File: config.mk
export PLATFORM = sky130hd
export DESIGN_NAME = ebj_div
export DESIGN_NICKNAME = d
export VERILOG_FILES = /design/src/rtl/ebj_pkg.sv /design/src/rtl/ebj_div.sv
export SDC_FILE = /design/constraint.sdc
export NUM_CORES = 1
export LEC_CHECK = 0
export BUFFER_PORTS_ARGS = -buffer_cell sky130_fd_sc_hd__buf_2
export CORE_ASPECT_RATIO = 1.1
export CORE_MARGIN = 5
export CORE_UTILIZATION = 41
export DETAILED_ROUTE_END_ITERATION = 8
export PLACE_DENSITY_LB_ADDON = 0.15
export SLEW_MARGIN = 0
export SYNTH_ARGS = -nofsm -noshare
export SYNTH_HDL_FRONTEND = slang
export SYNTH_SLANG_ARGS = --single-unit
File: constraint.sdc
create_clock -name i_clk -period 5 [get_ports i_clk]
set_input_delay 0.25 -clock i_clk [delete_from_list [all_inputs] [get_ports i_clk]]
set_output_delay 0.25 -clock i_clk [all_outputs]
set_load 0.01 [all_outputs]
File: src/rtl/ebj_pkg.sv
// shared constants, types and codes for the exponential backoff jitter block
// no dependencies; imported by every module of the block
package ebj_pkg;

    // field widths
    localparam int unsigned ACT_W    = 2;
    localparam int unsigned MS_W     = 32;
    localparam int unsigned FRAC_W   = 16;
    localparam int unsigned ATT_W    = 6;
    localparam int unsigned JIT_W    = 15;
    localparam int unsigned CFG_IDX_W = 2;

    // serial unit sizes
    localparam int unsigned LCG_IDX_W = $clog2(MS_W);
    localparam int unsigned DIV_W     = 2 * MS_W - FRAC_W;
    localparam int unsigned DIV_CNT_W = $clog2(DIV_W);

    // action codes carried in tuser
    localparam logic [ACT_W-1:0] ACT_FAIL   = 2'd0;
    localparam logic [ACT_W-1:0] ACT_CLEAR  = 2'd1;
    localparam logic [ACT_W-1:0] ACT_RESEED = 2'd2;

    // register indexes on the config port
    localparam logic [CFG_IDX_W-1:0] REG_BASE  = 2'd0;
    localparam logic [CFG_IDX_W-1:0] REG_MAX   = 2'd1;
    localparam logic [CFG_IDX_W-1:0] REG_JFRAC = 2'd2;

    // register reset values
    localparam logic [MS_W-1:0]   BASE_RESET  = 32'd1000;
    localparam logic [MS_W-1:0]   MAX_RESET   = 32'd60000;
    localparam logic [FRAC_W-1:0] JFRAC_RESET = 16'd13107;

    // generator and delay constants
    localparam logic [MS_W-1:0]   LCG_MUL     = 32'd1103515245;
    localparam logic [MS_W-1:0]   LCG_INC     = 32'd12345;
    localparam logic [MS_W-1:0]   RNG_RESET   = 32'h1234_5678;
    localparam logic [JIT_W-1:0]  JIT_SPAN    = 15'h7FFF;
    localparam logic [MS_W-1:0]   MIN_DELAY   = 32'd100;
    localparam logic [ATT_W-1:0]  ATTEMPT_MAX = 6'd63;

    typedef enum logic [2:0] {
        ST_IDLE,
        ST_GEN,
        ST_MUL_FRAC,
        ST_MUL_BASE,
        ST_DIV,
        ST_SUM,
        ST_CLAMP,
        ST_OUT
    } t_state;

    // sequencer strobes towards the datapath
    typedef struct packed {
        logic s_ready;
        logic gen_start;
        logic mul_start;
        logic mul_sel_frac;
        logic div_start;
        logic out_load;
    } t_ctl;

endpackage

File: src/rtl/ebj_div.sv
// restoring divider by the jitter span, one quotient bit per cycle
// depends on ebj_pkg
module ebj_div (
    input  logic                       i_clk,
    input  logic                       i_rst_n,
    input  logic                       i_start,
    input  logic [ebj_pkg::DIV_W-1:0]  i_dividend,
    output logic [ebj_pkg::DIV_W-1:0]  o_quot,
    output logic                       o_busy
);
    import ebj_pkg::*;

    logic [DIV_W-1:0]     r_q;
    logic [JIT_W-1:0]     r_rem;
    logic [DIV_CNT_W-1:0] r_cnt;
    logic                 r_busy;
    logic [JIT_W:0]       w_trial;
    logic [JIT_W:0]       w_diff;
    logic                 w_ge;

    assign w_trial = {r_rem, r_q[DIV_W-1]};
    assign w_ge    = w_trial >= {1'b0, JIT_SPAN};
    assign w_diff  = w_trial - {1'b0, JIT_SPAN};

    always_ff @(posedge i_clk) begin
        if (!i_rst_n) begin
            r_busy <= 1'b0;
            r_cnt  <= '0;
        end else if (i_start) begin
            r_q    <= i_dividend;
            r_rem  <= '0;
            r_cnt  <= '0;
            r_busy <= 1'b1;
        end else if (r_busy) begin
            // remainder stays below the span, so 15 bits hold it
            r_rem <= w_ge ? w_diff[JIT_W-1:0] : w_trial[JIT_W-1:0];
            r_q   <= {r_q[DIV_W-2:0], w_ge};
            r_cnt <= r_cnt + 1'b1;
            if (r_cnt == DIV_CNT_W'(DIV_W - 1)) begin
                r_busy <= 1'b0;
            end
        end
    end

    assign o_quot = r_q;
    assign o_busy = r_busy;

endmodule

==> impl_metrics.ini <==
[clock_tree]
cts_max_path_buffers = 2
clk_pin_slew_ns = 0.08
htreeDepth = 3
cts_resized = 0
cts_tree = built
insertion_delay_ns = 0.33
cts_root_buffer = clkbuf_8
cts_made_buffers = 9
cts_sinks = 70
cts_hold_buf = 0
cts_setup_buffers = 0

[finish]
areaGrowthSynthToFinish_pct = 24.8
n_antenna_cell = 0
nets = 374
multiInputGateArea_um2 = 1110
n_fill_cell = 681
layout_commonest_cell = buf_2
drive_above_1_share = 0.531
regArea_um2 = 2030
final_cell_mix = 99 x buf_2, 63 x edfxtp_1, 47 x mux2_2, 13 x a21oi_1, 11 x o21ai_0
postLayoutCellArea_um2 = 4000
final_cell_count_no_fill = 431

[route]
vias = 2176
initialDrtViolationCount = 142
viasPerCell = 5.05
wl_per_cell_um = 15.1
antenna_left = 0
remaining_drc_errors = 0
dr.pass1.iters = 4
finalWirelength_um = 6510

[timing]
tightest_slew_ns = 0.902
finalSetupViolations = 0
period_needed_ns = 2.07
finalClockSkew_ns = 0.00524
rsz0062_at_grt = false
maxSlewHeadroom = 0.399
hold_viol = 0
fmax_ghz = 0.483
post-route-period-util = 0.414
drv_slew = 0
tns_ns = 0

[pwr]
internal_power_uw = 985
share_comb_of_total_power = 0.106
switchingPower_uw = 312
seqPwrFrac = 0.543
vdd_ir_drop_max_uv = 167
power.density_nw_per_um2 = 324
power_leakage_uw = 0.00150
sw_frac_of_total = 0.240
share_clk_of_total_power = 0.350

[global_routing]
grt_pass1_vias = 2153
grt_start_max_net_pins = 66
grt_pass1_wl_um = 10200
grt_usage = 0.137
antenna_found_initial = 0
grt_remaining_overflow = 0

[logic_synthesis]
synth_seq_area_share = 0.634
netlist_area_um2 = 3200
synth_cell_types = 34
syn_avg_cell_area_um2 = 14.6
yosys.area_share.simple = 0.0855
synth_compound_area_frac = 0.0656
ys_seq_elements = 70
synth_top_family_by_area = multiplexers
yosys_warnings = 0
synth_xor_area_frac = 0.0137
synth_fp_nets = 272
syn_inst = 219
synth_adder_area_share = 0.00781
synthMuxAreaShare = 0.175

[setup_path]
cp.arrival_ns = 2.25
cp_data_required_time_ns = 5.18
cp-start-kind = register
critPathKind = register to register
endpoint_kind = register
r2r_slack_ns = 2.93
cp_max_fo = 23

[status]
status = finished clean

[placed_design]
place_inst = 415
gp_congestion = 0.721
place_area_um2 = 3800
io_buffer_count = 99
hpwl_um = 4550

[min_path]
hold_class = input pin to register

[die]
core_um2 = 7560
dieArea_um2 = 9680
die_y_um = 103
die_x_um = 94.3
ios = 100
rows = 33
initial_core_util = 0.424

[run]
drv_cap = 0
-- registers in the layout (all words and copies together), names as in the netlist --
name,cells
r_cnt,6
o_busy,1
r_rem,15
o_quot,48
-- cell type report --
class,count,share of cell area
sequential,70,0.508
multi-input combinational,136,0.279
timing repair buffer,101,0.128
tap,105,0.0329
clock buffer,10,0.0319
clock inverter,6,0.0175
inverter,3,0.00282
-- stage by stage --
stage	setup slack [ns]	hold WS (ns)	power, uW	utilization
2_1_floorplan	2.45	0.458	798	-
6_report	2.93	0.209	1300	0.529
3_5_place_dp	2.89	0.488	859	0.503
3_3_place_gp	2.93	0.475	858	0.503
4_1_cts	2.89	0.185	1310	0.529
5_1_grt	2.77	0.181	1360	0.529
-- cell usage after synthesis --
cell type  count  area [um^2]
and4_4         2         22.5
o21ba_2        1         10.0
dfxtp_1        7          140
nand2_1       10         37.5
and3_2         1         7.51
xnor2_1        1         8.76
buf_6          1         11.3
nor2_1         7         26.3
and3_4         2         22.5
o21ai_0       11         55.1
a21oi_1       13         65.1
buf_2          2         10.0
or3_1         10         62.6
ha_1           2         25.0
nand4_1        5         31.3
xor2_1         4         35.0
nand3_1        2         10.0
clkbuf_1       4         15.0
a32oi_1        1         8.76
nor4_1         1         6.26
mux2i_1        3         30.0
o31a_2         1         10.0
edfxtp_1      63         1890
o41a_1         1         11.3
or4_1          3         22.5
inv_1          3         11.3
a41oi_4        1         27.5
mux2_2        47          529
nand2_2        1         6.26
buf_1          3         11.3
o31ai_1        2         15.0
o21a_1         1         7.51
nand2b_1       1         6.26
and2_1         2         12.5
-- routing by layer --
metal	vias up	part of all wire	track usage
li1	1058	-	-
met1	1032	0.43	0.173
met2	79	0.46	0.208
met3	7	0.090	0.0526
met4	0	0.016	0.0667
met5	-	0	0
-- power by group through the flow --
stage | logic, uW | clock network (uW) | registers (uW)
6_report | 138 | 454 | 705
5_1_grt | 153 | 495 | 710
4_1_cts | 142 | 468 | 705
3_5_place_dp | 141 | 0 | 718
3_3_place_gp | 140 | 0 | 718
2_1_floorplan | 71.5 | 0 | 727
-- path summary, 6_finish.rpt --
path	startpoint	end	cells past startpoint
max	o_quot[47]	r_rem[11]	5
min	i_dividend[32]	o_quot[32]	2
min reg2reg	r_cnt[5]	r_cnt[5]	2
max reg2reg	o_quot[47]	r_rem[11]	5
-- critical path: stages, from the launching register on --
cell and delay [ns]:
edfxtp_1 0.42, ha_1 0.22, and4_4 0.27, a41oi_4 0.27, or4_1 0.58, a21oi_1 0.15
-- logic make-up (layout without fill, tap and decap cells) --
logic type	Yosys count	after routing
flip-flops	70	70
multiplexers	50	50
AND/OR/NAND/NOR	47	47
AO/OA/AOI/OAI	32	32
buffers and inverters	13	120
XOR/XNOR	5	5
adder cells (fa/ha/maj)	2	2
Power figures use the tool's default switching activity.
