===== src/rtl/ebj_pkg.sv =====
// shared constants, types and codes for the exponential backoff jitter block
// no dependencies; imported by every module of the block
package ebj_pkg;

    // field widths
    localparam int unsigned ACT_W    = 2;
    localparam int unsigned MS_W     = 32;
    localparam int unsigned FRAC_W   = 16;
    localparam int unsigned ATT_W    = 6;
    localparam int unsigned JIT_W    = 15;
    localparam int unsigned CFG_IDX_W = 2;

    // serial unit sizes
    localparam int unsigned LCG_IDX_W = $clog2(MS_W);
    localparam int unsigned DIV_W     = 2 * MS_W - FRAC_W;
    localparam int unsigned DIV_CNT_W = $clog2(DIV_W);

    // action codes carried in tuser
    localparam logic [ACT_W-1:0] ACT_FAIL   = 2'd0;
    localparam logic [ACT_W-1:0] ACT_CLEAR  = 2'd1;
    localparam logic [ACT_W-1:0] ACT_RESEED = 2'd2;

    // register indexes on the config port
    localparam logic [CFG_IDX_W-1:0] REG_BASE  = 2'd0;
    localparam logic [CFG_IDX_W-1:0] REG_MAX   = 2'd1;
    localparam logic [CFG_IDX_W-1:0] REG_JFRAC = 2'd2;

    // register reset values
    localparam logic [MS_W-1:0]   BASE_RESET  = 32'd1000;
    localparam logic [MS_W-1:0]   MAX_RESET   = 32'd60000;
    localparam logic [FRAC_W-1:0] JFRAC_RESET = 16'd13107;

    // generator and delay constants
    localparam logic [MS_W-1:0]   LCG_MUL     = 32'd1103515245;
    localparam logic [MS_W-1:0]   LCG_INC     = 32'd12345;
    localparam logic [MS_W-1:0]   RNG_RESET   = 32'h1234_5678;
    localparam logic [JIT_W-1:0]  JIT_SPAN    = 15'h7FFF;
    localparam logic [MS_W-1:0]   MIN_DELAY   = 32'd100;
    localparam logic [ATT_W-1:0]  ATTEMPT_MAX = 6'd63;

    typedef enum logic [2:0] {
        ST_IDLE,
        ST_GEN,
        ST_MUL_FRAC,
        ST_MUL_BASE,
        ST_DIV,
        ST_SUM,
        ST_CLAMP,
        ST_OUT
    } t_state;

    // sequencer strobes towards the datapath
    typedef struct packed {
        logic s_ready;
        logic gen_start;
        logic mul_start;
        logic mul_sel_frac;
        logic div_start;
        logic out_load;
    } t_ctl;

endpackage


===== src/rtl/ebj_base.sv =====
// base delay unit: doubles the first delay once per cycle for each attempt past the first, up to the clamp
// depends on ebj_pkg
module ebj_base (
    input  logic                      i_clk,
    input  logic                      i_rst_n,
    input  logic                      i_start,
    input  logic [ebj_pkg::MS_W-1:0]  i_base,
    input  logic [ebj_pkg::MS_W-1:0]  i_max,
    input  logic [ebj_pkg::ATT_W-1:0] i_att,
    output logic [ebj_pkg::MS_W-1:0]  o_base,
    output logic                      o_busy
);
    import ebj_pkg::*;

    logic [MS_W-1:0]  r_b;
    logic [ATT_W-1:0] r_cnt;
    logic             r_busy;
    logic             w_stop;
    logic             w_over;

    // a zero base never grows, so it ends the loop as well
    assign w_stop = (r_cnt == '0) || (r_b >= i_max) || (r_b == '0);
    assign w_over = r_b > (i_max >> 1);

    always_ff @(posedge i_clk) begin
        if (!i_rst_n) begin
            r_busy <= 1'b0;
        end else if (i_start) begin
            r_b    <= i_base;
            r_cnt  <= i_att - 1'b1;
            r_busy <= 1'b1;
        end else if (r_busy) begin
            if (w_stop) begin
                r_b    <= (r_b > i_max) ? i_max : r_b;
                r_busy <= 1'b0;
            end else if (w_over) begin
                r_b    <= i_max;
                r_busy <= 1'b0;
            end else begin
                r_b   <= r_b << 1;
                r_cnt <= r_cnt - 1'b1;
            end
        end
    end

    assign o_base = r_b;
    assign o_busy = r_busy;

endmodule


===== config.mk =====
export PLATFORM = sky130hd
export DESIGN_NAME = ebj_base
export DESIGN_NICKNAME = d
export VERILOG_FILES = /design/src/rtl/ebj_pkg.sv /design/src/rtl/ebj_base.sv
export SDC_FILE = /design/constraint.sdc
export NUM_CORES = 1
export LEC_CHECK = 0
export BUFFER_PORTS_ARGS = -buffer_cell sky130_fd_sc_hd__buf_2
export CORE_UTILIZATION = 45
export CTS_BUF_LIST = sky130_fd_sc_hd__clkbuf_16
export CTS_CLUSTER_SIZE = 10
export DETAILED_ROUTE_END_ITERATION = 12
export PLACE_DENSITY = 0.73
export SLEW_MARGIN = 20
export SYNTH_ARGS = -nofsm -noshare
export SYNTH_HDL_FRONTEND = slang
export SYNTH_SLANG_ARGS = --single-unit

===== constraint.sdc =====
create_clock -name i_clk -period 2.7 [get_ports i_clk]
set_input_delay 0 -clock i_clk [delete_from_list [all_inputs] [get_ports i_clk]]
set_output_delay 0 -clock i_clk [all_outputs]
set_load 0.01 [all_outputs]

==> flow_summary.yaml <==
clocking:
  cts_root_buf: "clkbuf_16"
  cts_buffer_depth: 2
  clock_sinks: 39
  cts_max_level: 2
  numCtsBuffers: 5
  clkSlewWorstSetupHoldPaths_ns: 0.06
  clk_latency_ns: 0.28
  cts_tree: "done"
setup_path:
  worstPathMaxFanout: 6
  ff2ff_path_depth: 10
  cp.arrival_ns: 3.18
  worstPathRequired_ns: 2.73
  critical_path_class: "flip-flop to flip-flop"
  startpoint_type: "flip-flop"
  critPathCaptureType: "flip-flop"
route:
  wl_um: 11400
  routed_via_density: 5.57
  ant_nets: 0
  first_pass_iters: 4
  wl_per_cell_um: 18.0
  vias: 3537
  drt_iter0_drc: 186
  drcViolationCount: 0
finish:
  final_core_util_pct: 70.1
  syn2layout_area_growth_pct: 48.2
  layout-drive-gt1-share_pct: 50.5
  nNetsFinal: 669
  diodes: 0
timing:
  worst_pin_slew_ns: 0.534
  fin_crit_sh_pct: 117
  maxSlewViolCount: 0
  final.setup_skew_ns: 0.00517
  finalHoldViolCount: 0
  period_needed_ns: 3.15
  fin_setup_tns_ns: -15.39
  max_slew_margin_pct: 64.4
  finalWorstSetupSlack_ns: -0.447
  finalSetupViolations: 70
  rsz0062_at_grt: "true"
  max_freq_mhz: 318
  hold_slack_ns: 0.00946
synthesis:
  ys.flop_type: "edfxtp_1"
  yosysTopAreaCellShare_pct: 30.8
  yosysWarnings: 0
  postSynthAreaPerCell_sq_um: 10.7
  yosysMostFrequentCell: "ha_1"
  synth_area_leaders: "edfxtp_1 (31%), ha_1 (22%), mux2_2 (10%)"
  netlist_instances: 348
  synth_nets: 485
  synth-edff-count: 38
  yosys.area.top_type: "edfxtp_1"
  ys_seq_elements: 39
  ys_seq_area_share_pct: 31.3
  synth_cell_type_count: 38
  netlist_area_sq_um: 3710
  synthTopCellsByCount: "ha_1 (64), edfxtp_1 (38), inv_1 (36), mux2_2 (34)"
  synthArstFlopShare_pct: 0
die:
  die_h_um: 92.8
  initial_core_util_pct: 47.3
  die-area_sq_um: 8610
  die_x_um: 92.8
  core_sq_um: 7850
  rows: 32
  io_pins: 106
grt:
  antenna_found_initial: 0
  grt_pass1_wl_um: 16200
  gr-total-overflow: 0
  grt_pass1_vias: 3434
  grt_usage_pct: 23.8
  grt_max_degree: 37
power_and_ir_drop:
  power_mw: 2.18
  p_leak_nw: 2.55
  seq_power_share_pct: 35.2
  pwr-share-comb_pct: 38.0
  p_int_mw: 1.51
  clock_power_share_pct: 26.8
  p_sw_mw: 0.676
  pwr_density_cell_nw_per_um2: 397
  switching_share_pct: 31.0
  peakVddDrop_mv: 0.235
placed_design:
  dp_worst_setup_slack_ns: -0.392
  dp_hpwl_um: 7550
  gp_congestion: 0.887
  io_buffers: 105
outcome:
  status: "finished, violations left"
  violations: "setup timing"
hold_path:
  hold_depth: 3
  hp-class: "primary input to flip-flop"
flow_run:
  maxCapViolCount: 0
[final timing paths]
path	startpoint	end	slack, ns
worst max-delay path	o_base[5]	o_base[11]	-0.45
worst min-delay path	i_base[0]	o_base[0]	0.009
worst max register to register	o_base[5]	o_base[11]	-0.45
worst min register to register	o_busy	o_busy	0.64
[cell usage in the layout, fill, tap and decap left out, drive strengths merged, types with 2 or more instances in the layout]
| master | Yosys | routed |
|---|---|---|
| a2111o | 2 | 2 |
| ha | 64 | 64 |
| xnor2 | 2 | 2 |
| nor2b | 4 | 4 |
| a22oi | 2 | 2 |
| nand4 | 18 | 18 |
| buf | 4 | 182 |
| nand3 | 5 | 5 |
| a221oi | 4 | 4 |
| a21oi | 27 | 27 |
| o211ai | 3 | 3 |
| clkinv | 0 | 2 |
| mux2 | 61 | 61 |
| inv | 36 | 36 |
| mux2i | 7 | 7 |
| edfxtp | 38 | 38 |
| nand2b | 3 | 3 |
| clkbuf | 4 | 7 |
| xor2 | 2 | 2 |
| nor4 | 13 | 13 |
| nand2 | 17 | 17 |
| o21ai | 11 | 11 |
| nor2 | 6 | 6 |
| nor3 | 4 | 4 |
| a21o | 2 | 2 |
[area by class of cell]
cell class	count	area, sq um
Tap cell	102	128
Inverter	36	135
Sequential cell	39	1160
Multi-Input combinational cell	265	2710
Fill cell	574	2350
Timing Repair Buffer	185	1230
Clock buffer	5	125
Clock inverter	3	15.0
[worst max-delay path: stages (launching register included)]
cell	delay (ns)
edfxtp_1	0.44
ha_1	0.35
a21oi_1	0.20
o21ai_2	0.09
a221oi_2	0.24
o211ai_1	0.20
a2111oi_4	0.42
buf_6	0.20
buf_6	0.15
mux2_1	0.33
mux2_2	0.27
[state kept, by name, indices dropped and copies added, names as in the netlist]
| name | cells |
|---|---|
| r_cnt | 6 |
| o_base | 32 |
| o_busy | 1 |
[logic make-up (layout without fill, tap and decap cells)]
kind of cell	Yosys count	in the layout	share of synthesized area, %
xor gates and xnor gates	4	4	0.945
adders and majority gates	64	64	21.6
AOI/OAI and AO/OA	57	57	9.98
DFF	39	39	31.3
buffers and inverters	44	229	5.06
muxes	68	68	20.4
and+or+nand+nor	72	72	10.7
[power groups by stage]
| stage | Clock, mW | Combinational (mW) | Sequential (mW) |
|---|---|---|---|
| final | 0.584 | 0.829 | 0.768 |
| after global routing | 0.607 | 0.898 | 0.774 |
| after CTS | 0.583 | 0.720 | 0.764 |
| after detailed placement | 0 | 0.648 | 0.776 |
| after global placement | 0 | 0.624 | 0.775 |
| after floorplan | 0 | 0.357 | 0.794 |
[timing repair]
action	CTS	global route
hold endpoints to repair	1	0
pin swaps	4	13
endpoints found under the setup margin	69	71
buffers inserted	7	9
gates resized for setup	31	30
gates cloned	1	2
hold buffers	1	0
[per-stage QoR]
stage | area (sq um) | std cells
after detailed placement | 4830 | 610
after CTS | 5200 | 627
after global routing | 5500 | 635
after global placement | 4830 | 610
final | 5500 | 635
after floorplan | 3730 | 348
[routing by layer]
layer	up-vias	wire, um	GRT usage [%]
li1	1705	-	-
met1	1690	4890	30.8
met2	121	5620	41.5
met3	21	634	4.11
met4	0	277	4.74
met5	-	0	0
No activity file was read; power rests on OpenSTA's default activity.
