**src/rtl/ebj_pkg.sv**
```systemverilog
// shared constants, types and codes for the exponential backoff jitter block
// no dependencies; imported by every module of the block
package ebj_pkg;

    // field widths
    localparam int unsigned ACT_W    = 2;
    localparam int unsigned MS_W     = 32;
    localparam int unsigned FRAC_W   = 16;
    localparam int unsigned ATT_W    = 6;
    localparam int unsigned JIT_W    = 15;
    localparam int unsigned CFG_IDX_W = 2;

    // serial unit sizes
    localparam int unsigned LCG_IDX_W = $clog2(MS_W);
    localparam int unsigned DIV_W     = 2 * MS_W - FRAC_W;
    localparam int unsigned DIV_CNT_W = $clog2(DIV_W);

    // action codes carried in tuser
    localparam logic [ACT_W-1:0] ACT_FAIL   = 2'd0;
    localparam logic [ACT_W-1:0] ACT_CLEAR  = 2'd1;
    localparam logic [ACT_W-1:0] ACT_RESEED = 2'd2;

    // register indexes on the config port
    localparam logic [CFG_IDX_W-1:0] REG_BASE  = 2'd0;
    localparam logic [CFG_IDX_W-1:0] REG_MAX   = 2'd1;
    localparam logic [CFG_IDX_W-1:0] REG_JFRAC = 2'd2;

    // register reset values
    localparam logic [MS_W-1:0]   BASE_RESET  = 32'd1000;
    localparam logic [MS_W-1:0]   MAX_RESET   = 32'd60000;
    localparam logic [FRAC_W-1:0] JFRAC_RESET = 16'd13107;

    // generator and delay constants
    localparam logic [MS_W-1:0]   LCG_MUL     = 32'd1103515245;
    localparam logic [MS_W-1:0]   LCG_INC     = 32'd12345;
    localparam logic [MS_W-1:0]   RNG_RESET   = 32'h1234_5678;
    localparam logic [JIT_W-1:0]  JIT_SPAN    = 15'h7FFF;
    localparam logic [MS_W-1:0]   MIN_DELAY   = 32'd100;
    localparam logic [ATT_W-1:0]  ATTEMPT_MAX = 6'd63;

    typedef enum logic [2:0] {
        ST_IDLE,
        ST_GEN,
        ST_MUL_FRAC,
        ST_MUL_BASE,
        ST_DIV,
        ST_SUM,
        ST_CLAMP,
        ST_OUT
    } t_state;

    // sequencer strobes towards the datapath
    typedef struct packed {
        logic s_ready;
        logic gen_start;
        logic mul_start;
        logic mul_sel_frac;
        logic div_start;
        logic out_load;
    } t_ctl;

endpackage

```
**src/rtl/ebj_mul.sv**
```systemverilog
// shift-add multiplier, 32 by 32 bits, one multiplier bit per cycle
// depends on ebj_pkg
module ebj_mul (
    input  logic                       i_clk,
    input  logic                       i_rst_n,
    input  logic                       i_start,
    input  logic [ebj_pkg::MS_W-1:0]   i_a,
    input  logic [ebj_pkg::MS_W-1:0]   i_b,
    output logic [2*ebj_pkg::MS_W-1:0] o_prod,
    output logic                       o_busy
);
    import ebj_pkg::*;

    logic [MS_W-1:0]      r_a;
    logic [MS_W-1:0]      r_hi;
    logic [MS_W-1:0]      r_lo;
    logic [LCG_IDX_W-1:0] r_cnt;
    logic                 r_busy;
    logic [MS_W:0]        w_sum;

    assign w_sum = {1'b0, r_hi} + (r_lo[0] ? {1'b0, r_a} : '0);

    always_ff @(posedge i_clk) begin
        if (!i_rst_n) begin
            r_busy <= 1'b0;
            r_cnt  <= '0;
        end else if (i_start) begin
            r_a    <= i_a;
            r_hi   <= '0;
            r_lo   <= i_b;
            r_cnt  <= '0;
            r_busy <= 1'b1;
        end else if (r_busy) begin
            // product shifts right as multiplier bits are used up
            r_hi  <= w_sum[MS_W:1];
            r_lo  <= {w_sum[0], r_lo[MS_W-1:1]};
            r_cnt <= r_cnt + 1'b1;
            if (r_cnt == LCG_IDX_W'(MS_W - 1)) begin
                r_busy <= 1'b0;
            end
        end
    end

    assign o_prod = {r_hi, r_lo};
    assign o_busy = r_busy;

endmodule

```
**config.mk**
```make
export PLATFORM = sky130hd
export DESIGN_NAME = ebj_mul
export DESIGN_NICKNAME = d
export VERILOG_FILES = /design/src/rtl/ebj_pkg.sv /design/src/rtl/ebj_mul.sv
export SDC_FILE = /design/constraint.sdc
export NUM_CORES = 1
export LEC_CHECK = 0
export BUFFER_PORTS_ARGS = -buffer_cell sky130_fd_sc_hd__buf_2
export CAP_MARGIN = 0
export CORE_MARGIN = 2
export CORE_UTILIZATION = 55
export CTS_CLUSTER_DIAMETER = 150
export DETAILED_ROUTE_END_ITERATION = 12
export GPL_TIMING_DRIVEN = 0
export HOLD_SLACK_MARGIN = 0.1
export PLACE_DENSITY = 0.82
export SLEW_MARGIN = 0
export SYNTH_ARGS = -nofsm -noshare
export SYNTH_HDL_FRONTEND = slang
export SYNTH_SLANG_ARGS = --single-unit
```
**constraint.sdc**
```tcl
create_clock -name i_clk -period 5.5 [get_ports i_clk]
set_input_delay 1.1 -clock i_clk [delete_from_list [all_inputs] [get_ports i_clk]]
set_output_delay 1.1 -clock i_clk [all_outputs]
set_load 0.05 [all_outputs]
```
==> flow_summary.toml, run 1 <==
[logic_synthesis]
syn_area_mm2 = 0.00557
synth.net_count = 564
ys.flop_type = "edfxtp_1"
yosys_warnings = 0
yosysSeqAreaShare = 0.539
ys_ff_latch = 102
async_flop_share = 0
synth_edf_count = 96
synthCells = 462
ys_top_cells_by_count = "96 x edfxtp_1, 46 x nor2_1, 36 x a21oi_1"
synth.largest_area_cell = "edfxtp_1"
yosysMostFrequentCell = "edfxtp_1"
synthDistinctLibCells = 51
yosys.area.top_type_share = 0.517
synth.avg_cell_area_um2 = 12.1
synth_area_leaders = "edfxtp_1 52%, ha_1 7.6%, mux2_2 6.5%, and2_1 3.9%, a21oi_1 3.2%"

[place]
dpl-instance-area_mm2 = 0.00640
hpwl_um = 9100
io_buffers = 130
gp_congestion = 0.919
pre_cts_slack_ns = 2.19
placedCellCount = 725

[grt]
grt_start_max_net_pins = 66
antenna_found_initial = 0
grt_usage = 0.228
grt_overflow = 0
grt_pass1_wl_um = 19900
grt_pass1_vias = 4189

[drt]
routed-via-count = 4148
routed_wl_um = 12300
ant_nets = 0
drc = 0
viasPerCell = 5.60
dr.pass1.iters = 6
wl_per_cell_um = 16.6
drt_iter0_drc = 224

[power_and_ir_drop]
seqPwrFrac = 0.478
p_sw_frac = 0.334
comb_power_share = 0.271
p_switching_mw = 0.663
total_power_mw = 1.99
p_int_mw = 1.32
worst_ir_drop_vdd_v = 0.000236
power.density_mw_per_mm2 = 301
p_clk_frac = 0.251
p_leak_nw = 2.65

[floorplan]
ios = 132
die_area_mm2 = 0.0110
fp-row-count = 36
die_w_um = 105
die_y_um = 105
start_util = 0.568
fp.coreArea_mm2 = 0.00982

[setup_path]
worst_path_most_repeated_cell = "nor4_4"
crit_arrival_ns = 3.50
cp.required_ns = 5.65
endpoint_kind = "register"
worst_setup_path_start_kind = "register"
slowest_stage = "edfxtp_1"
cpPeakStageDelay_ns = 0.53
worstPathCellList = "clkbuf_1, and2_1, fa_1, a211oi_2, o21a_4, nor4_4, nor4_4, o31ai_2, a32o_1"
worstSetupPathType = "register to register"
cp_max_fo = 10

[clock_tree]
tritoncts = "built"
post_cts_buffers = 0
cts-root-buf = "clkbuf_8"
numCtsBuffers = 9
ctsHoldBuffers = 0
clock-sinks = 102
clock_latency_ns = 0.39
cts.path.max_buffers = 2
clk_pin_slew_worst_paths_ns = 0.11
cts_resized = 0
h-tree-depth = 3

[final_layout]
post-route-util = 0.672
drive_gt1_frac = 0.314
nets = 705
multi_input_area_mm2 = 0.00250
final_cells = 741
register_area_mm2 = 0.00300
antenna_cells = 0
design_area_mm2 = 0.00660
fill_cells = 791
area_delta_synth_final_pct = 18.5

[sta]
tightest_slew_ns = 0.915
timing.hold.ws_ns = 0.522
layout_min_cycle_time_ns = 3.35
postLayoutSetupSlackWorst_ns = 2.15
period_share = 0.610
fin_skew_ns = 0.0158
rsz0062_at_grt = "false"
slew_violations = 0
finalHoldViolCount = 0
final-setup-viol-count = 0
max_freq_ghz = 0.298
fin_setup_tns_ns = 0
maxSlewHeadroom = 0.390

[status]
status = "complete, no violations"

[job]
cap_violations = 0

[hold_path]
worst_hold_path_type = "register to register"
metal layers:
layer	up-vias	global-route usage	wire (µm)
met2	154	0.386	6000
li1	2012	-	-
met3	15	0.0599	755
met4	0	0.0714	186
met5	-	0	0
met1	1967	0.286	5380
sequential cells by signal, indices dropped and copies added (netlist names):
| signal | flops |
|---|---|
| o_busy | 1 |
| r_a | 32 |
| r_cnt | 5 |
| r_hi | 32 |
| r_lo | 32 |
path summary, 6_finish.rpt:
path	endpoint	slack [ns]	cells after the start	startpoint
max	r_hi[31]	2.15	9	r_lo[0]
min	r_cnt[4]	0.52	2	r_cnt[4]
max reg2reg	r_hi[31]	2.15	9	r_lo[0]
min reg2reg	r_cnt[4]	0.52	2	r_cnt[4]
kinds of logic after synthesis:
kind of cell	count (synthesis)	share of synthesized area
DFF	102	0.539
buffers and inverters	21	0.0141
xor gates and xnor gates	25	0.0393
muxes	38	0.0763
and+or+nand+nor	139	0.129
AOI/OAI and AO/OA	102	0.122
adders and majority gates	35	0.0799
critical path, delay by kind of cell, from the launching register on:
kind	cells	cell delay, ns
buf+inv	1	0.26
fa+ha+maj	1	0.48
simple gates	3	0.80
compound gates	4	1.06
flops	1	0.53
cell type report:
type / count / area share
sequential: 102 / 0.455
multi-input combinational: 339 / 0.379
timing repair buffer: 130 / 0.0985
tap: 133 / 0.0252
clock buffer: 10 / 0.0193
clock inverter: 6 / 0.0116
buffer: 13 / 0.00739
inverter: 8 / 0.00455
cells in the final DEF, fill, tap and decap left out, types with 6 or more instances in the layout:
master	count
a21oi_1	36
and2_1	34
buf_2	130
clkbuf_1	14
clkbuf_8	9
dfxtp_1	6
edfxtp_1	96
ha_1	34
inv_1	8
mux2_2	32
nand2_1	24
nand4_1	6
nor2_1	46
o21ai_0	13
o21bai_1	8
xnor2_1	17
xor2_1	8
power by group through the flow:
stage / clock [mW] / combinational, mW / sequential (mW)
after floorplan: 0 / 0.276 / 1.09
after global placement: 0 / 0.521 / 0.966
after detailed placement: 0 / 0.535 / 0.966
after CTS: 0.512 / 0.537 / 0.949
after global routing: 0.536 / 0.579 / 0.956
final: 0.498 / 0.538 / 0.949
Note: power is estimated with default switching activity, not from simulation.
==> run 2: changes to the inputs <==
--- a/config.mk
+++ b/config.mk
@@ -8,12 +8,12 @@
 export BUFFER_PORTS_ARGS = -buffer_cell sky130_fd_sc_hd__buf_2
 export CAP_MARGIN = 0
 export CORE_MARGIN = 2
-export CORE_UTILIZATION = 55
+export CORE_UTILIZATION = 49
 export CTS_CLUSTER_DIAMETER = 150
 export DETAILED_ROUTE_END_ITERATION = 12
 export GPL_TIMING_DRIVEN = 0
 export HOLD_SLACK_MARGIN = 0.1
-export PLACE_DENSITY = 0.82
+export PLACE_DENSITY = 0.77
 export SLEW_MARGIN = 0
 export SYNTH_ARGS = -nofsm -noshare
 export SYNTH_HDL_FRONTEND = slang
==> constraint.sdc (replaced) <==
create_clock -name i_clk -period 3 [get_ports i_clk]
set_input_delay 0.6 -clock i_clk [delete_from_list [all_inputs] [get_ports i_clk]]
set_output_delay 0.6 -clock i_clk [all_outputs]
set_load 0.05 [all_outputs]
==> flow_summary.toml, run 2 (same netlist as run 1, synthesis figures left out) <==
[hold_path]
worst_hold_path_type = "input pin to register"
holdPathStages = 1

[place]
io_buffers = 130
dpl-instance-area_mm2 = 0.00641
pre_cts_slack_ns = -0.166
hpwl_um = 9530
gp_congestion = 0.871
placedCellCount = 732

[sta]
postLayoutSetupSlackWorst_ns = 0.0804
timing.hold.ws_ns = 0.410
finalHoldViolCount = 0
fin_skew_ns = 0.00994
max_freq_ghz = 0.343
tightest_slew_ns = 0.943
slew_violations = 0
fin_setup_tns_ns = 0
period_share = 0.973
maxSlewHeadroom = 0.371
layout_min_cycle_time_ns = 2.92
final-setup-viol-count = 0

[final_layout]
final_cells = 756
multi_input_area_mm2 = 0.00278
nets = 713
post-route-util = 0.644
final_cell_mix = "130 x buf_2, 96 x edfxtp_1, 44 x nor2_1, 34 x and2_1, 32 x mux2_2"
fill_cells = 863
antenna_cells = 0
register_area_mm2 = 0.00300
area_delta_synth_final_pct = 27.0
drive_gt1_frac = 0.401
final_common_cell = "buf_2"
design_area_mm2 = 0.00708
reg_top3 = "r_a: 32 flops, r_hi: 32 flops, r_lo: 32 flops"

[floorplan]
fp-row-count = 38
start_util = 0.507
die_area_mm2 = 0.0122
fp.coreArea_mm2 = 0.0110
die_w_um = 111
die_y_um = 111
ios = 132

[drt]
ant_nets = 0
drc = 0
viasPerCell = 5.68
routed-via-count = 4295
wl_met3_um = 980
drt_iter0_drc = 178
wl_met2_um = 6740
dr.pass1.iters = 4
routed_wl_um = 13500
top_layer = "met4"
wl_per_cell_um = 17.8
wl_met1_um = 5530

[clock_tree]
clock-sinks = 102
h-tree-depth = 3
cts.path.max_buffers = 2
cts-root-buf = "clkbuf_16"
numCtsBuffers = 9
clk_pin_slew_worst_paths_ns = 0.08
tritoncts = "built"
clock_latency_ns = 0.36

[setup_path]
worstSetupPathType = "register to register"
rr_worst_depth = 11
cp_max_fo = 7
endpoint_kind = "register"
cp.required_ns = 3.10
worst_setup_path_start_kind = "register"
crit_arrival_ns = 3.02

[power_and_ir_drop]
power.density_mw_per_mm2 = 575
worst_ir_drop_vdd_v = 0.000541
p_leak_nw = 2.79
total_power_mw = 4.07

[grt]
antenna_found_initial = 0
grt_pass1_vias = 4484
grt_start_max_net_pins = 66
grt_usage = 0.221
grt_overflow = 0
grt_pass1_wl_um = 21600

[job]
cap_violations = 0

[status]
status = "complete, no violations"
-- run 2: critical path: stages (launching register included) --
cell	delay, ns
edfxtp_1	0.39
buf_6	0.16
clkbuf_4	0.16
and2_1	0.17
ha_4	0.31
and4_1	0.23
nand3_1	0.13
nor2_2	0.18
a211oi_4	0.09
o31ai_4	0.36
o22ai_1	0.14
mux2_1	0.35
-- run 2: layout make-up --
cell class,instances,share of cell area
Sequential cell,102,0.424
Multi-Input combinational cell,339,0.392
Tap cell,140,0.0247
Clock buffer,10,0.0354
Buffer,12,0.00884
Inverter,8,0.00424
Clock inverter,6,0.00795
Timing Repair Buffer,139,0.103
-- run 2: layer usage --
layer | up-vias | global-route usage
met1 | 2060 | 0.264
met5 | - | 0
met4 | 0 | 0.0683
met3 | 24 | 0.0681
met2 | 175 | 0.382
li1 | 2036 | -
-- run 2: repair_timing --
item / 4_1_cts / 5_1_grt
pin swaps: 3 / 14
setup buffers: 5 / 3
resized for setup: 23 / 41
endpoints found under the hold margin: 0 / 0
endpoints found under the setup margin: 14 / 13
cloned: 1 / 0
hold buffers: 0 / 0
-- run 2: worst paths after layout --
kind / start / end / slack (ns)
setup / recovery: r_lo[0] / r_hi[24] / 0.08
hold / removal: i_a[11] / r_a[11] / 0.41
setup reg to reg: r_lo[0] / r_hi[24] / 0.08
hold reg to reg: r_cnt[4] / r_cnt[4] / 0.52
-- run 2: where the power goes --
| part | total (mW) | internal [mW] | switching (mW) |
|---|---|---|---|
| Sequential | 1.75 | 1.69 | 0.0524 |
| Clock | 1.21 | 0.636 | 0.574 |
| Combinational | 1.12 | 0.399 | 0.716 |
| Total | 4.07 | 2.73 | 1.34 |
==> run 3: changes to the inputs <==
--- a/config.mk
+++ b/config.mk
@@ -13,6 +13,7 @@
 export DETAILED_ROUTE_END_ITERATION = 12
 export GPL_TIMING_DRIVEN = 0
 export HOLD_SLACK_MARGIN = 0.1
+export MAX_ROUTING_LAYER = met4
 export PLACE_DENSITY = 0.77
 export SLEW_MARGIN = 0
 export SYNTH_ARGS = -nofsm -noshare
==> flow_summary.toml, run 3 (same netlist as run 1, synthesis figures left out) <==
[power_and_ir_drop]
p_clk_frac = 0.298
total_power_mw = 4.07
p_int_mw = 2.73
comb_power_share = 0.274
power.density_mw_per_mm2 = 575
p_leak_nw = 2.79
seqPwrFrac = 0.429
p_switching_mw = 1.34
worst_ir_drop_vdd_v = 0.000542
p_sw_frac = 0.330

[floorplan]
fp.coreArea_mm2 = 0.0110
die_y_um = 111
die_w_um = 111
ios = 132
die_area_mm2 = 0.0122
start_util = 0.507
fp-row-count = 38

[drt]
routed_wl_um = 13500
top_layer = "met4"
wl_met1_um = 5570
wl_per_cell_um = 17.9
drc = 0
drt_iter0_drc = 178
wl_met2_um = 6740
wl_met3_um = 956
ant_nets = 0
viasPerCell = 5.70
routed-via-count = 4308
dr.pass1.iters = 5

[setup_path]
worst_setup_path_start_kind = "register"
worstSetupPathType = "register to register"
endpoint_kind = "register"
cp_max_fo = 7
crit_arrival_ns = 3.04
cp.required_ns = 3.10

[final_layout]
reg_top3 = "r_a: 32 flops, r_hi: 32 flops, r_lo: 32 flops"
design_area_mm2 = 0.00708
final_cell_mix = "130 x buf_2, 96 x edfxtp_1, 44 x nor2_1, 34 x and2_1, 32 x mux2_2"
antenna_cells = 0
final_cells = 756
final_common_cell = "buf_2"
post-route-util = 0.644
area_delta_synth_final_pct = 27.0
drive_gt1_frac = 0.401
nets = 713

[place]
hpwl_um = 9530
dpl-instance-area_mm2 = 0.00641
io_buffers = 130
placedCellCount = 732
gp_congestion = 0.886

[sta]
fin_setup_tns_ns = 0
finalHoldViolCount = 0
final-setup-viol-count = 0
slew_violations = 0
period_share = 0.979
maxSlewHeadroom = 0.371
layout_min_cycle_time_ns = 2.94
fin_skew_ns = 0.00951
tightest_slew_ns = 0.944
max_freq_ghz = 0.340

[grt]
grt_start_max_net_pins = 66
grt_pass1_vias = 4489
grt_usage = 0.228
antenna_found_initial = 0
grt_overflow = 0
grt_pass1_wl_um = 21600

[hold_path]
worst_hold_path_type = "input pin to register"

[clock_tree]
numCtsBuffers = 9
clock_latency_ns = 0.36
h-tree-depth = 3
cts.path.max_buffers = 2
clk_pin_slew_worst_paths_ns = 0.08
tritoncts = "built"
cts-root-buf = "clkbuf_16"
clock-sinks = 102

[status]
status = "complete, no violations"

[job]
cap_violations = 0
[run 3: cell counts in the layout (fill, tap and decap cells not counted)]
No cell type changed its count.
[run 3: metrics by stage]
step	hold WS [ns]	worst slack, ns
2_1_floorplan	0.467	0.0357
3_3_place_gp	0.483	-0.155
3_5_place_dp	0.511	-0.166
4_1_cts	0.392	0.0574
5_1_grt	0.394	-0.0240
6_report	0.408	0.0629
[run 3: final cells by class]
type	instances	area, µm²
inverter	8	30.0
tap	140	175
buffer	12	62.6
clock buffer	10	250
multi-input combinational	339	2780
timing repair buffer	139	726
clock inverter	6	56.3
sequential	102	3000
fill	863	3910
[run 3: metal layers]
metal / vias up / GRT usage
met4: 0 / 0.0733
met3: 29 / 0.0587
met1: 2070 / 0.270
met2: 175 / 0.382
met5: - / -
li1: 2034 / -
[run 3: worst max-delay path, cell delays in order (launching register included)]
cell      delay [ns]
edfxtp_1        0.39
buf_6           0.16
clkbuf_8        0.14
and2_1          0.16
ha_4            0.31
and4_1          0.24
nand3_1         0.13
nor2_2          0.18
a211oi_4        0.09
o31ai_4         0.36
o22ai_1         0.15
mux2_1          0.35
[run 3: power groups by stage]
stage               Combinational (mW)  Clock, mW  Sequential [mW]
CTS                               1.04       1.23             1.74
global placement                 0.959          0             1.77
detailed placement               0.980          0             1.77
finish                            1.11       1.21             1.75
floorplan                        0.506          0             2.00
global route                      1.20       1.28             1.76
[run 3: timing repair]
action / CTS / global route
gates resized for setup: 23 / 41
setup buffers: 5 / 3
setup endpoints to repair: 14 / 13
hold buffers: 0 / 0
gates cloned: 1 / 0
pin swaps: 3 / 14
[run 3: worst paths after layout]
| check | cells past startpoint | to | from | slack [ns] |
|---|---|---|---|---|
| worst max-delay path | 11 | r_hi[24] | r_lo[0] | 0.06 |
| worst max register to register | 11 | r_hi[24] | r_lo[0] | 0.06 |
| worst min-delay path | 1 | r_a[11] | i_a[11] | 0.41 |
| worst min register to register | 2 | r_cnt[4] | r_cnt[4] | 0.52 |
