<file path="src/rtl/ebj_pkg.sv">
// shared constants, types and codes for the exponential backoff jitter block
// no dependencies; imported by every module of the block
package ebj_pkg;

    // field widths
    localparam int unsigned ACT_W    = 2;
    localparam int unsigned MS_W     = 32;
    localparam int unsigned FRAC_W   = 16;
    localparam int unsigned ATT_W    = 6;
    localparam int unsigned JIT_W    = 15;
    localparam int unsigned CFG_IDX_W = 2;

    // serial unit sizes
    localparam int unsigned LCG_IDX_W = $clog2(MS_W);
    localparam int unsigned DIV_W     = 2 * MS_W - FRAC_W;
    localparam int unsigned DIV_CNT_W = $clog2(DIV_W);

    // action codes carried in tuser
    localparam logic [ACT_W-1:0] ACT_FAIL   = 2'd0;
    localparam logic [ACT_W-1:0] ACT_CLEAR  = 2'd1;
    localparam logic [ACT_W-1:0] ACT_RESEED = 2'd2;

    // register indexes on the config port
    localparam logic [CFG_IDX_W-1:0] REG_BASE  = 2'd0;
    localparam logic [CFG_IDX_W-1:0] REG_MAX   = 2'd1;
    localparam logic [CFG_IDX_W-1:0] REG_JFRAC = 2'd2;

    // register reset values
    localparam logic [MS_W-1:0]   BASE_RESET  = 32'd1000;
    localparam logic [MS_W-1:0]   MAX_RESET   = 32'd60000;
    localparam logic [FRAC_W-1:0] JFRAC_RESET = 16'd13107;

    // generator and delay constants
    localparam logic [MS_W-1:0]   LCG_MUL     = 32'd1103515245;
    localparam logic [MS_W-1:0]   LCG_INC     = 32'd12345;
    localparam logic [MS_W-1:0]   RNG_RESET   = 32'h1234_5678;
    localparam logic [JIT_W-1:0]  JIT_SPAN    = 15'h7FFF;
    localparam logic [MS_W-1:0]   MIN_DELAY   = 32'd100;
    localparam logic [ATT_W-1:0]  ATTEMPT_MAX = 6'd63;

    typedef enum logic [2:0] {
        ST_IDLE,
        ST_GEN,
        ST_MUL_FRAC,
        ST_MUL_BASE,
        ST_DIV,
        ST_SUM,
        ST_CLAMP,
        ST_OUT
    } t_state;

    // sequencer strobes towards the datapath
    typedef struct packed {
        logic s_ready;
        logic gen_start;
        logic mul_start;
        logic mul_sel_frac;
        logic div_start;
        logic out_load;
    } t_ctl;

endpackage

</file>
<file path="src/rtl/ebj_lcg.sv">
// bit-serial linear congruential generator, one multiplier bit per cycle
// depends on ebj_pkg
module ebj_lcg (
    input  logic                     i_clk,
    input  logic                     i_rst_n,
    input  logic                     i_load,
    input  logic [ebj_pkg::MS_W-1:0] i_seed,
    input  logic                     i_start,
    output logic [ebj_pkg::MS_W-1:0] o_state,
    output logic                     o_busy
);
    import ebj_pkg::*;

    logic [MS_W-1:0]      r_state;
    logic [MS_W-1:0]      r_x;
    logic [MS_W-1:0]      r_acc;
    logic [LCG_IDX_W-1:0] r_idx;
    logic                 r_busy;
    logic [MS_W-1:0]      w_sum;

    // low word only, so carries past bit 31 drop out
    assign w_sum = r_acc + (LCG_MUL[r_idx] ? r_x : '0);

    always_ff @(posedge i_clk) begin
        if (!i_rst_n) begin
            r_state <= RNG_RESET;
            r_busy  <= 1'b0;
            r_idx   <= '0;
        end else if (i_load) begin
            r_state <= i_seed;
        end else if (i_start) begin
            r_busy <= 1'b1;
            r_idx  <= '0;
            r_x    <= r_state;
            r_acc  <= LCG_INC;
        end else if (r_busy) begin
            r_x   <= r_x << 1;
            r_idx <= r_idx + 1'b1;
            if (r_idx == LCG_IDX_W'(MS_W - 1)) begin
                r_state <= w_sum;
                r_busy  <= 1'b0;
            end else begin
                r_acc <= w_sum;
            end
        end
    end

    assign o_state = r_state;
    assign o_busy  = r_busy;

endmodule

</file>
<file path="config.mk">
export PLATFORM = sky130hd
export DESIGN_NAME = ebj_lcg
export DESIGN_NICKNAME = d
export VERILOG_FILES = /design/src/rtl/ebj_pkg.sv /design/src/rtl/ebj_lcg.sv
export SDC_FILE = /design/constraint.sdc
export NUM_CORES = 1
export LEC_CHECK = 0
export ABC_AREA = 0
export BUFFER_PORTS_ARGS = -buffer_cell sky130_fd_sc_hd__buf_4
export CORE_UTILIZATION = 50
export CTS_BUF_LIST = sky130_fd_sc_hd__clkbuf_2
export DETAILED_ROUTE_END_ITERATION = 8
export PLACE_DENSITY = 0.7
export SLEW_MARGIN = 10
export SYNTH_ARGS = -nofsm -noshare
export SYNTH_HDL_FRONTEND = slang
export SYNTH_SLANG_ARGS = --single-unit
</file>
<file path="constraint.sdc">
create_clock -name i_clk -period 5.3 [get_ports i_clk]
set_input_delay 1.06 -clock i_clk [delete_from_list [all_inputs] [get_ports i_clk]]
set_output_delay 1.06 -clock i_clk [all_outputs]
set_load 0.02 [all_outputs]
</file>
==> metrics.cfg, run 1 <==
[placement]
placed_cells = 800
place_congestion = 0.890
port_buffers = 68
hpwl_mm = 10.6

[floorplanning]
core_sq_um = 12000
die-area_sq_um = 12700
die_y_um = 113
initial_utilization_pct = 51.2
num_io_pins = 69
die_w_um = 113
rows = 40

[yosys]
synthTopCellsByArea = edfxtp_1, dfxtp_1, ha_1
synth-edff-count = 64
synthFlopType = edfxtp_1
ys_seq_area_share_pct = 44.1
synth_warnings = 0
async_flop_share_pct = 0
synth_area_sq_um = 6120
synth_cells = 610
ys_ff_latch = 103
yosysTopAreaCell = edfxtp_1
syn_area_per_cell_sq_um = 10.0
synth_cell_types = 66
yosysTopAreaCellShare_pct = 31.4
syn-num-nets = 683

[global_routing]
overflow = 0
grt_pass1_vias = 4787
grt_max_degree = 76
antenna_found_initial = 0
grt_pass1_wl_mm = 24.4
grt_use_total_pct = 25.0

[run_status]
violations = DRC
status = finished with violations

[finish]
drive_above_1_share_pct = 21.7
antennaDiodeCount = 0
layout.nets = 737
area_growth_pct = 11.6
fillers = 1042
final_cells = 816

[timing]
finalSetupViolCount = 0
rsz0062_at_grt = no
fmax_ghz = 0.290
drv_slew = 0
relSlewSlack_pct = 31.7
hold_violations = 0
worst_slew_pin_slew_ps = 1020
setup-tns-final_ps = 0
fin_crit_ps = 3450
finalClockSkew_ps = 31.7
fin_crit_sh_pct = 65.0

[power_and_ir_drop]
p_int_uw = 1140
p_clk_share_pct = 19.8
p_leak_uw = 0.00263
p_sw_share_pct = 31.5
ir_worst_vdd_uv = 133
power_density_nw_per_um2 = 243
p_comb_share_pct = 24.4
pwr-share-seq_pct = 55.7
switchingPower_uw = 523

[cts]
post_cts_buffers = 0
numClockSinks = 103
cts_resized = 0
cts_tree = done
cts_max_path_buffers = 2
postCtsHoldBufs = 0
clk_pin_slew_worst_paths_ps = 250
cts-root-buf = clkbuf_2
htreeDepth = 3
cts_inserted_buffers = 9
clock_latency_ps = 630

[detailed_routing]
vias_per_cell = 6.06
ant_nets = 0
drt_pass1_iterations = 7
wire_per_inst_um = 18.7
via_count = 4947
drt_iter0_drc = 407
wl_mm = 15.3
drcViolationCount = 1

[setup_path]
arrival_ps = 4010
path_max_fanout = 13
start_kind = flop
r2r_cells = 8
critical_path_class = reg -> reg
crit_required_ps = 5860
timing.rr.end = o_state[30]$_SDFFE_PN0P_
reg2reg_from = r_idx[0]$_SDFFE_PN0P_
cp-end-kind = flop
rrSetupSlack_ps = 1850

[flow_run]
maxCapViolations = 0

[min_path]
hp-class = reg -> reg
holdPathEnd = r_idx[3]$_SDFFE_PN0P_
hp-start = r_idx[3]$_SDFFE_PN0P_
hold_path_depth = 2

==> worst max path at each step <==
stage	from	endpoint	depth (start not counted)
2_1_floorplan	i_start	r_acc[0]$_SDFFCE_PP1P_	3
3_3_place_gp	i_start	o_state[30]$_SDFFE_PN0P_	5
3_5_place_dp	i_start	o_state[30]$_SDFFE_PN0P_	5
4_1_cts	flop	r_acc[31]$_SDFFCE_PP0P_	10
5_1_grt	r_idx[0]$_SDFFE_PN0P_	o_state[30]$_SDFFE_PN0P_	8
6_report	r_idx[0]$_SDFFE_PN0P_	o_state[30]$_SDFFE_PN0P_	8
==> area by class of cell <==
class                      count  area [sq um]  area share, %
clock buffer                  11          55.1          0.806
clock inverter                 5          25.0          0.366
inverter                      11          41.3          0.604
multi-input combinational    465          3270           47.9
sequential                   103          2700           39.5
tap                          147           184           2.69
timing repair buffer          74           556           8.13
==> power groups by stage <==
stage | Sequential, uW | Clock (uW) | Combinational [uW]
after global routing | 929 | 370 | 442
after detailed placement | 941 | 0 | 400
after CTS | 924 | 342 | 403
after floorplan | 952 | 0 | 269
after global placement | 940 | 0 | 393
final | 924 | 329 | 405
==> per-stage QoR <==
stage                     total power [uW]  worst slack [ps]  utilization, %  hold slack, ps  area [sq um]
final                                 1660              1850            57.1             551          6830
after floorplan                       1220              1100               -             479          6120
after global routing                  1740              1560            57.1             561          6830
after global placement                1330              1570            56.5             497          6750
after CTS                             1670              1900            57.1             545          6830
after detailed placement              1340              1450            56.5             507          6750
==> cells by family (layout without fill, tap and decap cells) <==
| logic type | after synthesis | count (layout) | synth area share, % |
|---|---|---|---|
| compound gates | 157 | 157 | 18.0 |
| fa+ha+maj | 37 | 37 | 7.68 |
| mux | 34 | 34 | 6.21 |
| buf+inv | 42 | 101 | 2.64 |
| simple gates | 207 | 207 | 16.9 |
| xor+xnor | 30 | 30 | 4.41 |
| flops | 103 | 103 | 44.1 |
==> sequential cells by signal (all words and copies together), names as in the netlist, named ones only <==
name / count
r_acc: 32
r_x: 32
o_state: 32
r_idx: 5
o_busy: 1
==> cell usage in the layout, fill, tap and decap left out, types with 9 or more instances in the layout <==
master	instances
a21oi_1	36
nor2b_1	9
o2111ai_1	9
o22ai_1	13
nand4_1	14
and2_1	34
nor3_1	10
edfxtp_1	64
nand2_1	55
dfxtp_1	39
mux2_2	32
buf_4	74
xnor2_1	21
o21ai_0	25
o21bai_1	9
inv_1	10
a22oi_1	15
clkbuf_2	11
nor2_1	48
ha_1	36
==> cell usage after synthesis, drive strengths merged, types with 3 or more instances <==
cell type / number
o21bai: 9
or3: 3
o2111ai: 9
dfxtp: 39
nand4: 14
a21o: 9
nor2b: 9
and2: 34
o22ai: 13
ha: 36
nand2: 55
buf: 5
nand2b: 3
o21a: 3
nor2: 50
a221o: 5
mux2: 32
edfxtp: 64
clkbuf: 26
nor3: 11
xnor2: 21
xor2: 9
or2: 8
inv: 10
nand3: 7
or4: 6
a211oi: 6
a31oi: 5
a22oi: 15
o21ai: 26
a21oi: 37
==> metal layers <==
layer | vias up | global-route usage, % | part of all wire [%]
met5 | - | 0 | 0
met4 | 0 | 9.24 | 2.0
met3 | 23 | 3.94 | 5.6
met2 | 171 | 40.9 | 47
met1 | 2363 | 33.5 | 46
li1 | 2390 | - | -
==> worst max-delay path: stages (launching register included) <==
cell and delay (ps):
dfxtp_1 480, ha_1 220, and3_1 180, ha_1 160
inv_1 70, nor3_1 810, nand2_1 690, or4_1 670
nand4_1 100
(Power assumes the default switching activity.)
==> run 2: changes to the inputs <==
==> constraint.sdc (replaced) <==
create_clock -name i_clk -period 3.4 [get_ports i_clk]
set_input_delay 0.68 -clock i_clk [delete_from_list [all_inputs] [get_ports i_clk]]
set_output_delay 0.68 -clock i_clk [all_outputs]
set_load 0.02 [all_outputs]
==> run 2 against run 1 <==
  * Sequential power is 56% higher
  * Global-route usage is 0.45 points higher
  * First-iteration DRC count is 2.9% lower
  * Register-to-register slack worse by 1600 ps
  * Via count is 0.63% higher
  * Critical endpoint is now r_acc[30]$_SDFFCE_PP0P_
  * The flow now finishes without violations
==> metrics.cfg, run 2 (synthesis results as in run 1) <==
[detailed_routing]
drt_pass1_iterations = 6
wire_per_inst_um = 18.5
wl_mm = 15.2
via_count = 4978
drcViolationCount = 0
vias_per_cell = 6.06
ant_nets = 0
drt_iter0_drc = 395

[setup_path]
cp-end-kind = flop
critical_path_class = reg -> reg
start_kind = flop
critPathBufInv = 2
path_cells = buf_4 > and2_1 > ha_1 > nand3_1 > nor3b_2 > nor3_1 > o211ai_2 > a31oi_2 > buf_4 > or4_1 > nand3_1
arrival_ps = 3640
slowest_stage = dfxtp_2
crit_required_ps = 3900
path_max_fanout = 19
critPathMaxStageDelay_ps = 490
cp_top_family = simple AND/OR/NAND/NOR gates

[floorplanning]
core_sq_um = 12000
num_io_pins = 69
die_w_um = 113
initial_utilization_pct = 51.2
die_y_um = 113
rows = 40
die-area_sq_um = 12700

[global_routing]
grt_pass1_vias = 4890
overflow = 0
grt_pass1_wl_mm = 25.0
grt_max_degree = 40
grt_use_total_pct = 25.4
antenna_found_initial = 0

[timing]
rsz0062_at_grt = no
setup-tns-final_ps = 0
fmax_ghz = 0.319
finalSetupViolCount = 0
fin_crit_sh_pct = 92.3
hold_violations = 0
relSlewSlack_pct = 35.4
fin_crit_ps = 3140
finalClockSkew_ps = 27.7
setup_slack_ps = 261
worst_slew_pin_slew_ps = 968
drv_slew = 0

[cts]
clk_pin_slew_worst_paths_ps = 260
clock_latency_ps = 640
post_cts_buffers = 0
cts_max_path_buffers = 2
htreeDepth = 3
postCtsHoldBufs = 0
numClockSinks = 103
cts-root-buf = clkbuf_2
cts_tree = done
cts_inserted_buffers = 9

[finish]
area_growth_pct = 12.8
layout.nets = 743
most-common-layout-cells = buf_4, edfxtp_1, nand2_1, nor2_1, dfxtp_1
final_common_cell = buf_4
drive_above_1_share_pct = 22.4
antennaDiodeCount = 0

[power_and_ir_drop]
ir_worst_vdd_uv = 217
power_density_nw_per_um2 = 375
p_leak_uw = 0.00266

[placement]
hpwl_mm = 10.6
place_congestion = 0.880
port_buffers = 68
pre_cts_slack_ps = 126

[run_status]
status = completed

[flow_run]
maxCapViolations = 0

[min_path]
hp-class = in -> reg

==> run 2: power breakdown <==
part	internal, uW	total [uW]	leakage [uW]	switching (uW)
combinational	277	639	0.00168	362
sequential	1400	1440	0.000915	38.6
clock	97.2	510	0.0000588	413
total	1780	2590	0.00266	813
==> run 2: worst reg2reg max path: stages (launching register included) <==
cell,delay (ps)
dfxtp_2,490
buf_4,190
and2_1,130
ha_1,390
nand3_1,180
nor3b_2,300
nor3_1,100
o211ai_2,310
a31oi_2,190
buf_4,190
or4_1,460
nand3_1,80
==> run 2: final cells by class <==
class                   instances  area, sq um
clock buffers                  11         55.1
clock inverters                 5         25.0
fillers                      1039         5060
inverters                      11         41.3
multi-input cells             465         3280
flip-flops and latches        103         2700
well taps                     147          184
repair buffers                 80          613
==> run 2: repair_timing <==
item                                    in CTS  in global routing
endpoints found under the hold margin        0                  0
endpoints found under the setup margin       0                 19
resized for setup                            0                  2
==> run 2: worst paths after layout <==
path	slack, ps	depth (start not counted)	startpoint	endpoint
min reg2reg	560	2	o_state[10]$_SDFFE_PN1P_	o_state[10]$_SDFFE_PN1P_
max reg2reg	260	11	flop	r_acc[30]$_SDFFCE_PP0P_
min	230	3	i_seed[10]	o_state[10]$_SDFFE_PN1P_
max	260	11	flop	r_acc[30]$_SDFFCE_PP0P_
==> run 2: through the flow <==
stage / power, uW / cell area [sq um] / instances / hold slack [ps] / utilization, %
5_1_grt: 2720 / 6910 / 822 / 198 / 57.7
2_1_floorplan: 1900 / 6130 / 610 / 479 / -
4_1_cts: 2600 / 6900 / 822 / 187 / 57.7
3_3_place_gp: 2090 / 6820 / 806 / 493 / 57.0
6_report: 2590 / 6910 / 822 / 232 / 57.7
3_5_place_dp: 2100 / 6820 / 806 / 509 / 57.0
==> run 2: routing by layer <==
| layer | part of all wire (%) | global-route usage (%) | vias up |
|---|---|---|---|
| li1 | - | - | 2398 |
| met1 | 48 | 35.2 | 2410 |
| met2 | 45 | 39.4 | 146 |
| met3 | 5.3 | 4.27 | 24 |
| met4 | 2.0 | 10.9 | 0 |
| met5 | 0 | 0 | - |
==> run 3: changes to the inputs <==
--- a/config.mk
+++ b/config.mk
@@ -10,8 +10,9 @@
 export CORE_UTILIZATION = 50
 export CTS_BUF_LIST = sky130_fd_sc_hd__clkbuf_2
 export DETAILED_ROUTE_END_ITERATION = 8
+export MAX_ROUTING_LAYER = met4
 export PLACE_DENSITY = 0.7
-export SLEW_MARGIN = 10
+export SLEW_MARGIN = 20
 export SYNTH_ARGS = -nofsm -noshare
 export SYNTH_HDL_FRONTEND = slang
 export SYNTH_SLANG_ARGS = --single-unit
==> run 3 against run 2 <==
  * Power decreased by 0.46%
  * Cell count stayed put
  * Via count rose by 0.66%
  * Sequential share of layout area hardly changed
  * Highest routed layer unchanged
  * Critical path type unchanged
  * Worst hold slack improved by 14 ps
  * Utilization shrank 0.052 points
  * Sequential power about the same
==> metrics.cfg, run 3 (synthesis results as in run 1) <==
[timing]
relSlewSlack_pct = 38.3
fmax_ghz = 0.317
setup-tns-final_ps = 0
finalSetupViolCount = 0
hold_violations = 0
worst_slew_pin_slew_ps = 926
rsz0062_at_grt = no
fin_crit_sh_pct = 92.6
drv_slew = 0
setup_slack_ps = 250
finalClockSkew_ps = 41.2
fin_crit_ps = 3150

[floorplanning]
die_w_um = 113
num_io_pins = 69
core_sq_um = 12000
die_y_um = 113
rows = 40
die-area_sq_um = 12700
initial_utilization_pct = 51.2

[cts]
clock_latency_ps = 630
cts_max_path_buffers = 2
clk_pin_slew_worst_paths_ps = 290
postCtsHoldBufs = 0
cts-root-buf = clkbuf_2
htreeDepth = 3
numClockSinks = 103
cts_inserted_buffers = 9
cts_tree = done

[power_and_ir_drop]
switchingPower_uw = 804
p_comb_share_pct = 24.7
pwr-share-seq_pct = 55.9
p_int_uw = 1770
ir_worst_vdd_uv = 218
p_leak_uw = 0.00266
p_sw_share_pct = 31.2
p_clk_share_pct = 19.4
power_density_nw_per_um2 = 374

[finish]
final_common_cell = buf_4
antennaDiodeCount = 0
fin_util_pct = 57.7
area_growth_pct = 12.7
most-common-layout-cells = buf_4, edfxtp_1, nand2_1, nor2_1, dfxtp_1
drive_above_1_share_pct = 22.4
layout.nets = 743
multi_input_area_sq_um = 3280
seqCellArea_sq_um = 2700
stdcell_area_sq_um = 6900
fillers = 1023

[global_routing]
grt_max_degree = 40
grt_use_met2_pct = 38.3
grtUsageMet1_pct = 36.5
antenna_found_initial = 0
grt_pass1_vias = 4735
overflow = 0
use_met3_pct = 3.40
grt_use_total_pct = 25.9
grt_busiest_layer = met2
grt_pass1_wl_mm = 24.7

[detailed_routing]
ant_nets = 0
vias_per_cell = 6.10
via_count = 5011
wl_mm = 15.2
drt_pass1_iterations = 5
drcViolationCount = 0
wire_per_inst_um = 18.5
drt_iter0_drc = 388

[setup_path]
slowest_stage = edfxtp_1
start_kind = flop
rrSetupSlack_ps = 250
cp-end-kind = flop
critPathMaxStageDelay_ps = 470
arrival_ps = 3540
critical_path_class = reg -> reg
crit_required_ps = 3790
path_max_fanout = 5
path_cells = and2_1 > ha_1 > fa_1 > a21o_1 > a221o_2 > nand4_1 > o211ai_2 > a31oi_1 > buf_4 > xor2_1 > nor2_1

[min_path]
hp-class = in -> reg

[placement]
port_buffers = 68
pre_cts_slack_ps = 132
dpl_cell_area_sq_um = 6820
place_congestion = 0.897
hpwl_mm = 10.6

[run_status]
status = completed

[flow_run]
maxCapViolations = 0

-- run 3: cell count changes in the layout (fill, tap and decap cells not counted) --
cell,delta
a31oi_1,+1
a31oi_2,-1
clkinv_1,-1
clkinv_2,+1
clkinvlp_4,+1
inv_6,-1
-- run 3: timing repair --
| action | CTS | global route |
|---|---|---|
| gates resized for setup | 0 | 1 |
| setup buffers | 0 | 0 |
| endpoints found under the setup margin | 0 | 16 |
| hold endpoints to repair | 0 | 0 |
-- run 3: path summary, 6_finish.rpt --
check                                           start                  endpoint  cells past startpoint
worst max-delay path             r_x[0]$_SDFFCE_PN0P_   r_acc[26]$_SDFFCE_PP0P_                     11
worst min-delay path                       i_seed[14]  o_state[14]$_SDFFE_PN1P_                      3
worst max register to register   r_x[0]$_SDFFCE_PN0P_   r_acc[26]$_SDFFCE_PP0P_                     11
worst min register to register  r_idx[3]$_SDFFE_PN0P_     r_idx[3]$_SDFFE_PN0P_                      2
-- run 3: metal layers --
layer | wire [um] | up-vias
met5 | 0 | -
met4 | 238 | 0
met3 | 600 | 15
met2 | 6850 | 134
met1 | 7480 | 2462
li1 | - | 2400
-- run 3: layout make-up --
| class | count | area share (%) |
|---|---|---|
| well taps | 147 | 2.67 |
| inverters | 11 | 0.598 |
| multi-input cells | 465 | 47.5 |
| flip-flops and latches | 103 | 39.2 |
| repair buffers | 80 | 8.89 |
| clock buffers | 11 | 0.798 |
| clock inverters | 5 | 0.363 |
-- run 3: stage by stage --
| step | std cells | hold slack (ps) | power, uW |
|---|---|---|---|
| final | 822 | 246 | 2580 |
| after detailed placement | 806 | 505 | 2100 |
| after global routing | 822 | 213 | 2710 |
| after floorplan | 610 | 479 | 1900 |
| after CTS | 822 | 208 | 2590 |
| after global placement | 806 | 493 | 2080 |
-- run 3: worst max-delay path: cells and delay by family, from the launching register on --
family	cells	cell delay, ps
AO/OA/AOI/OAI	4	1070
XOR/XNOR	1	200
adder cells (fa/ha/maj)	2	610
buffers and inverters	1	200
flip-flops	1	470
AND/OR/NAND/NOR	3	370
-- run 3: power groups by stage --
stage / sequential [uW] / combinational, uW / clock (uW)
6_report: 1440 / 638 / 500
5_1_grt: 1450 / 700 / 560
4_1_cts: 1440 / 637 / 513
3_5_place_dp: 1470 / 634 / 0
3_3_place_gp: 1460 / 621 / 0
2_1_floorplan: 1480 / 419 / 0
